[src/dhf_pkg.sv]
// ----------------------------------------------------------------------------
// dhf_pkg
// Shared types and constants of the depth hole fill filter.
// ----------------------------------------------------------------------------
package dhf_pkg;

   localparam int MAX_WIDTH  = 1024;
   localparam int COL_W      = $clog2(MAX_WIDTH);
   localparam int RING_LINES = 16;
   localparam int SLOT_W     = $clog2(RING_LINES);
   localparam int RING_DEPTH = RING_LINES * MAX_WIDTH;
   localparam int ADDR_W     = SLOT_W + COL_W;
   localparam int ROW_W      = 12;

   localparam logic [10:0] W_MIN   = 11'd3;
   localparam logic [10:0] W_MAX   = 11'(MAX_WIDTH);
   localparam logic [12:0] H_MIN   = 13'd3;
   localparam logic [12:0] H_MAX   = 13'd4096;
   localparam logic [10:0] W_RESET = 11'd640;
   localparam logic [12:0] H_RESET = 13'd480;

   localparam logic [1:0] CSR_WIDTH  = 2'd0;
   localparam logic [1:0] CSR_HEIGHT = 2'd1;
   localparam logic [1:0] CSR_HOLE   = 2'd2;

   localparam logic OP_PIXEL = 1'b0;
   localparam logic OP_DRAIN = 1'b1;

   // products of the 1-D weights 21437 / 22662
   localparam logic [28:0] WT_EE = 29'd459544969;
   localparam logic [28:0] WT_EC = 29'd485805294;
   localparam logic [28:0] WT_CC = 29'd513566244;

   typedef enum logic [2:0] {
      IDLE_ST, WIN_ST, TAIL_ST, DIVS_ST, DIVW_ST, MUL_ST, ACC_ST, FIN_ST
   } state_type;

   typedef struct packed {
      logic       tap_start;
      logic       acc_clear;
      logic       rd_en;
      logic       div_start;
      logic       mul;
      logic       acc_add;
      logic       out_load;
      logic [1:0] ti;
      logic [1:0] tj;
      logic [2:0] wi;
      logic [2:0] wj;
   } cmd_type;

   typedef struct packed {
      logic emit;
      logic div_done;
      logic out_free;
   } stat_type;

   function automatic logic [28:0] wt2(input logic [1:0] a, input logic [1:0] b);
      logic ca;
      logic cb;
      ca = (a == 2'd1);
      cb = (b == 2'd1);
      if (ca && cb) begin
         return WT_CC;
      end else if (ca || cb) begin
         return WT_EC;
      end else begin
         return WT_EE;
      end
   endfunction

endpackage

[src/dhf_ctrl.sv]
// ----------------------------------------------------------------------------
// dhf_ctrl
// Sequencer: 9 blur taps, each a 25-read window, divide and MAC.
// ----------------------------------------------------------------------------
module dhf_ctrl (
   input  logic              clock,
   input  logic              reset,
   input  logic              req_accept,
   input  dhf_pkg::stat_type stat,
   output dhf_pkg::cmd_type  cmd,
   output logic              req_ready
);

   dhf_pkg::state_type state_ff, state_in;
   logic [1:0] ti_ff, ti_in, tj_ff, tj_in;
   logic [2:0] wi_ff, wi_in, wj_ff, wj_in;

   always_ff @(posedge clock) begin
      if (reset) begin
         state_ff <= dhf_pkg::IDLE_ST;
         ti_ff    <= 2'd0;
         tj_ff    <= 2'd0;
         wi_ff    <= 3'd0;
         wj_ff    <= 3'd0;
      end else begin
         state_ff <= state_in;
         ti_ff    <= ti_in;
         tj_ff    <= tj_in;
         wi_ff    <= wi_in;
         wj_ff    <= wj_in;
      end
   end

   always_comb begin
      state_in      = state_ff;
      ti_in         = ti_ff;
      tj_in         = tj_ff;
      wi_in         = wi_ff;
      wj_in         = wj_ff;
      cmd           = '0;
      cmd.ti        = ti_ff;
      cmd.tj        = tj_ff;
      cmd.wi        = wi_ff;
      cmd.wj        = wj_ff;
      case (state_ff)
         dhf_pkg::IDLE_ST: begin
            if (req_accept && stat.emit) begin
               cmd.tap_start = 1'b1;
               cmd.acc_clear = 1'b1;
               ti_in    = 2'd0;
               tj_in    = 2'd0;
               wi_in    = 3'd0;
               wj_in    = 3'd0;
               state_in = dhf_pkg::WIN_ST;
            end
         end
         dhf_pkg::WIN_ST: begin
            cmd.rd_en = 1'b1;
            if (wj_ff == 3'd4) begin
               wj_in = 3'd0;
               if (wi_ff == 3'd4) begin
                  wi_in    = 3'd0;
                  state_in = dhf_pkg::TAIL_ST;
               end else begin
                  wi_in = wi_ff + 3'd1;
               end
            end else begin
               wj_in = wj_ff + 3'd1;
            end
         end
         dhf_pkg::TAIL_ST: state_in = dhf_pkg::DIVS_ST;
         dhf_pkg::DIVS_ST: begin
            cmd.div_start = 1'b1;
            state_in      = dhf_pkg::DIVW_ST;
         end
         dhf_pkg::DIVW_ST: begin
            if (stat.div_done) begin
               state_in = dhf_pkg::MUL_ST;
            end
         end
         dhf_pkg::MUL_ST: begin
            cmd.mul  = 1'b1;
            state_in = dhf_pkg::ACC_ST;
         end
         dhf_pkg::ACC_ST: begin
            cmd.acc_add = 1'b1;
            if (tj_ff == 2'd2) begin
               tj_in = 2'd0;
               if (ti_ff == 2'd2) begin
                  state_in = dhf_pkg::FIN_ST;
               end else begin
                  ti_in         = ti_ff + 2'd1;
                  cmd.tap_start = 1'b1;
                  state_in      = dhf_pkg::WIN_ST;
               end
            end else begin
               tj_in         = tj_ff + 2'd1;
               cmd.tap_start = 1'b1;
               state_in      = dhf_pkg::WIN_ST;
            end
         end
         dhf_pkg::FIN_ST: begin
            if (stat.out_free) begin
               cmd.out_load = 1'b1;
               state_in     = dhf_pkg::IDLE_ST;
            end
         end
         default: state_in = dhf_pkg::IDLE_ST;
      endcase
   end

   assign req_ready = (state_ff == dhf_pkg::IDLE_ST);

endmodule
[config.mk]
export PLATFORM = sky130hd
export DESIGN_NAME = dhf_ctrl
export DESIGN_NICKNAME = d
export VERILOG_FILES = /design/src/dhf_pkg.sv /design/src/dhf_ctrl.sv
export SDC_FILE = /design/constraint.sdc
export NUM_CORES = 1
export LEC_CHECK = 0
export ABC_AREA = 1
export BUFFER_PORTS_ARGS = -buffer_cell sky130_fd_sc_hd__buf_2
export CAP_MARGIN = 20
export CORE_ASPECT_RATIO = 1.25
export CORE_MARGIN = 2
export CORE_UTILIZATION = 40
export CTS_BUF_LIST = sky130_fd_sc_hd__clkbuf_8
export DETAILED_ROUTE_END_ITERATION = 6
export PLACE_DENSITY = 0.71
export SYNTH_ARGS = -nofsm -noshare
export SYNTH_HDL_FRONTEND = slang
export SYNTH_SLANG_ARGS = --single-unit
[constraint.sdc]
create_clock -name clock -period 1.6 [get_ports clock]
set_input_delay 0.32 -clock clock [delete_from_list [all_inputs] [get_ports clock]]
set_output_delay 0.32 -clock clock [all_outputs]
set_load 0.02 [all_outputs]
-- Word-level counts from Yosys, hierarchy flattened
Index checks and enable logic that the tools add are counted.
- add/subtract/negate cells: 4
- multipliers: 0
- divide/modulo/power cells: 0
- magnitude comparators: 0
- eq/ne operators: 18
- shifts and indexed selects: 0
- mux-type cells: 31
- bitwise logic cells: 0
- reduce and logical (&&, ||, !) cells: 9
- operator list (kind ; number):
    3-bit two-way mux ; 11
    3-bit case mux with 8 select lines ; 1
    3-bit == test (second input constant) ; 6
    2-bit != test (second input constant) ; 6
    3-bit case mux with 2 select lines ; 2
    2-bit two-way mux ; 5
    1-bit two-way mux ; 9
    2-bit case mux with 2 select lines ; 2
    3-bit by 1-bit adder with 3-bit output (second input constant) ; 2
    3-bit by 2-bit == test with 1-bit output (second input constant) ; 2
    5-bit AND reduction ; 1
    2-bit by 1-bit adder with 2-bit output (second input constant) ; 2
    2-bit == test (second input constant) ; 2
    2-bit AND reduction ; 2
    4-bit AND reduction ; 1
    2-bit nonzero test ; 2
    3-bit by 1-bit == test with 1-bit output (second input constant) ; 1
    3-bit zero test ; 1
    3-bit AND reduction ; 1
    2-bit by 1-bit != test with 1-bit output (second input constant) ; 1
    1-bit case mux with 2 select lines ; 1
    1-bit logical AND ; 1
- bits in registers: 13
- bits in latches: 0
- memory bits (writable): 0
- ROM bits: 0
- output and inout port bits: 18
- memories: 0

-- Longest topological paths before layout
- word-level depth: 4
- gate-level depth with buffers: 9
- gate-level depth less buffers: 9

-- Worst setup path after synthesis
Ideal clock, no wire load.
- kind: register -> register
- start point: register ti_ff[0]
- end point: register ti_ff[1]
- data arrival time: 1.333 ns
- required time: 1.530 ns
- setup slack: 0.198 ns
- stages on the path, launching flop included: 8
- path buffers: 0
- clock period less this slack: 1.402 ns
- path through: dfxtp_1 inv_1 ha_1 nand3b_1 nor2_2 inv_1 or2_0 a21oi_1
- longest elaborated chain between the ends: 4
- RTL lines (item ; RTL line ; source):
    start: declaration ; dhf_ctrl.sv:15 ; logic [1:0] ti_ff, ti_in, tj_ff, tj_in;
    start signal: assignment ; dhf_ctrl.sv:27 ; ti_ff <= ti_in;
    2-bit by 1-bit adder with 2-bit output ; dhf_ctrl.sv:92 ; ti_in = ti_ff + 2'd1;
    2-bit two-way mux ; dhf_ctrl.sv:89 ; if (ti_ff == 2'd2) begin
    2-bit two-way mux ; dhf_ctrl.sv:87 ; if (tj_ff == 2'd2) begin
    2-bit case mux with 2 select lines ; dhf_ctrl.sv:45 ; case (state_ff)
Several ways; a longest one is shown, not always the timed one. The select of a mux whose other input is x is not followed.
A chain may end at the register's enable or synchronous reset.

==> impl_metrics.env <==
export IMPL_clock_path_buffers=2
export IMPL_ys_warn_count=0
export IMPL_endpoint_kind="output pin"
export IMPL_routedWlPerCell_um=10.3
export IMPL_synthXorXnorAreaFrac_pct=0
export IMPL_drt_pass1_iterations=4
export IMPL_period_share_pct=95.2
export IMPL_synth_seq_area_share_pct=31.8
export IMPL_cts_tree="done"
export IMPL_fin_skew_ns=0.000691
export IMPL_cts_made_buffers=3
export IMPL_slew_headroom_pct=81.9
export IMPL_gr_usage_all_layers_pct=15.2
export IMPL_antenna_found_initial=0
export IMPL_r2r_start="wj_ff[0]$_SDFFE_PP0P_"
export IMPL_drt_iter0_markers=18
export IMPL_ys_ff_latch=13
export IMPL_finalMaxSlewViolations=0
export IMPL_final_area_um2=1030
export IMPL_cts_max_level=1
export IMPL_cp_startpoint="ti_ff[0]$_SDFFE_PP0P_"
export IMPL_synth_top_family_by_area="simple AND/OR/NAND/NOR gates"
export IMPL_synth_most_common_cell="nand2_1"
export IMPL_synth_edff_count=0
export IMPL_leakagePower_nw=0.522
export IMPL_post_cts_buffers=0
export IMPL_worst_slew_pin_slew_ns=0.269
export IMPL_routed_wl_mm=1.75
export IMPL_cts_root_buf="clkbuf_8"
export IMPL_hold_viol_final=0
export IMPL_drcViolationCount=0
export IMPL_async_flop_share_pct=0
export IMPL_num_nets_final=162
export IMPL_final_setup_tns_ns=0
export IMPL_rows=18
export IMPL_critPathLaunchType="flip-flop"
export IMPL_grt_overflow=0
export IMPL_dp_hpwl_mm=1.38
export IMPL_post_dp_cell_area_um2=967
export IMPL_die_area_um2=2430
export IMPL_clkSinkCount=13
export IMPL_max_cap_violations=0
export IMPL_io_pins=24
export IMPL_synth_common_cells="nand2_1, inv_1, nor2_1"
export IMPL_period_needed_ns=1.52
export IMPL_worstPathRequired_ns=1.28
export IMPL_die_y_um=54.6
export IMPL_status="finished, final reports clean"
export IMPL_avgSynthCellArea_um2=6.72
export IMPL_synthDistinctLibCells=21
export IMPL_worst_slack_ns=0.0766
export IMPL_p_per_area_nw_per_um2=1280
export IMPL_drive_gt1_share_pct=29.3
export IMPL_synth_simple_area_share_pct=38.2
export IMPL_setup_viol=0
export IMPL_hp_start="reset"
export IMPL_post_drt_via_cell_ratio=4.99
export IMPL_grt_pass1_vias=690
export IMPL_rsz0062_at_grt="no"
export IMPL_insertion_delay_ns=0.24
export IMPL_die_w_um=44.5
export IMPL_arrival_ns=1.20
export IMPL_cts_clk_slew_worst_paths_ns=0.06
export IMPL_via_count=848
export IMPL_dp_slack_ns=0.176
export IMPL_num_antenna_cells=0
export IMPL_peakVddDrop_mv=0.637
export IMPL_grt_max_degree=11
export IMPL_grt_pass1_wl_mm=2.71
export IMPL_areaGrowthSynthToFinish_pct=26.3
export IMPL_syn_nets=133
export IMPL_yosys_mux_area_fraction_pct=0
export IMPL_synth_area_top_cells="dfxtp_1, nand2_1, inv_1, nor2_1, ha_1"
export IMPL_core_um2=1960
export IMPL_synth_compound_area_share_pct=12.4
export IMPL_place_congestion=0.778
export IMPL_syn_area_um2=820
export IMPL_ys_flop_type="dfxtp_1"
export IMPL_yosys_area_share_adder_pct=7.63
export IMPL_synth_area_leader_cell="dfxtp_1"
export IMPL_max_freq_mhz=656
export IMPL_io_buffers=23
export IMPL_yosysTopAreaCellShare_pct=31.8
export IMPL_worstSetupPathType="reg -> out"
export IMPL_hp_class="in -> reg"
export IMPL_postRouteAntennaNets=0
export IMPL_synth_cells=122
export IMPL_cp_max_fo=3
export IMPL_start_util_pct=41.8
## logic make-up after synthesis
| group | count (synthesis) |
|---|---|
| fa+ha+maj | 5 |
| compound gates | 18 |
| simple gates | 65 |
| flops | 13 |
| buf+inv | 21 |
## final timing paths
| check | endpoint | slack (ns) | cells after the start |
|---|---|---|---|
| worst min-delay path | ti_ff[1]$_SDFFE_PP0P_ | 0.29 | 2 |
| worst max register to register | state_ff[0]$_SDFFE_PP0P_ | 0.25 | 9 |
| worst max-delay path | cmd[16] | 0.08 | 6 |
| worst min register to register | tj_ff[0]$_SDFFE_PP0P_ | 0.45 | 1 |
## cell usage in the layout, fill, tap and decap left out
| cell type | instances |
|---|---|
| a21oi_1 | 10 |
| buf_2 | 22 |
| buf_4 | 3 |
| clkbuf_8 | 3 |
| clkinv_1 | 1 |
| dfxtp_1 | 11 |
| dfxtp_2 | 1 |
| dfxtp_4 | 1 |
| ha_1 | 4 |
| ha_2 | 1 |
| inv_1 | 18 |
| inv_2 | 2 |
| nand2_1 | 28 |
| nand2_2 | 3 |
| nand3_1 | 6 |
| nand3_2 | 1 |
| nand3b_1 | 1 |
| nand4_1 | 2 |
| nand4_4 | 1 |
| nor2_1 | 16 |
| nor2_2 | 2 |
| nor2_4 | 3 |
| nor3b_1 | 1 |
| o21ai_0 | 6 |
| o21ai_1 | 1 |
| o21ai_4 | 1 |
| or2_0 | 1 |
## sequential cells by signal (all words and copies together), names as in the netlist
name,cells
wj_ff,3
tj_ff,2
state_ff,3
wi_ff,3
ti_ff,2
## report_power, final
group,internal (mW),total (mW),switching [mW]
clock,0.170,0.291,0.121
sequential,0.374,0.444,0.0696
combinational,0.201,0.587,0.387
## metal layers
layer / GRT usage [%] / vias up / share of wire (%)
li1: - / 437 / -
met2: 25.4 / 21 / 51
met1: 17.7 / 385 / 41
met5: 0 / - / 0
met3: 3.96 / 5 / 5.9
met4: 7.58 / 0 / 1.9
## worst max-delay path, cell delays in order (launching register included)
cell	delay [ns]
dfxtp_1	0.32
inv_1	0.08
ha_2	0.18
nand3_2	0.10
nand2_1	0.09
nand2_1	0.05
buf_4	0.15
## timing repair
action / 4_1_cts / 5_1_grt
resized for setup: 2 / 7
hold buffers: 0 / 0
setup endpoints to repair: 2 / 3
## through the flow
| stage | hold WS [ns] | total power, mW | util (%) | instances |
|---|---|---|---|---|
| after floorplan | 0.389 | 0.853 | - | 122 |
| after global placement | 0.437 | 0.992 | 49.4 | 166 |
| after detailed placement | 0.445 | 1.00 | 49.4 | 166 |
| after CTS | 0.294 | 1.30 | 51.9 | 170 |
| after global routing | 0.299 | 1.42 | 52.8 | 170 |
| final | 0.288 | 1.32 | 52.8 | 170 |
## area by class of cell
| cell class | count | area (µm²) |
|---|---|---|
| repair buffers | 25 | 133 |
| multi-input cells | 88 | 492 |
| fillers | 205 | 925 |
| inverters | 20 | 75.1 |
| clock inverters | 1 | 3.75 |
| well taps | 20 | 25.0 |
| flip-flops and latches | 13 | 265 |
| clock buffers | 3 | 41.3 |
Note: power is estimated with default switching activity, not from simulation.
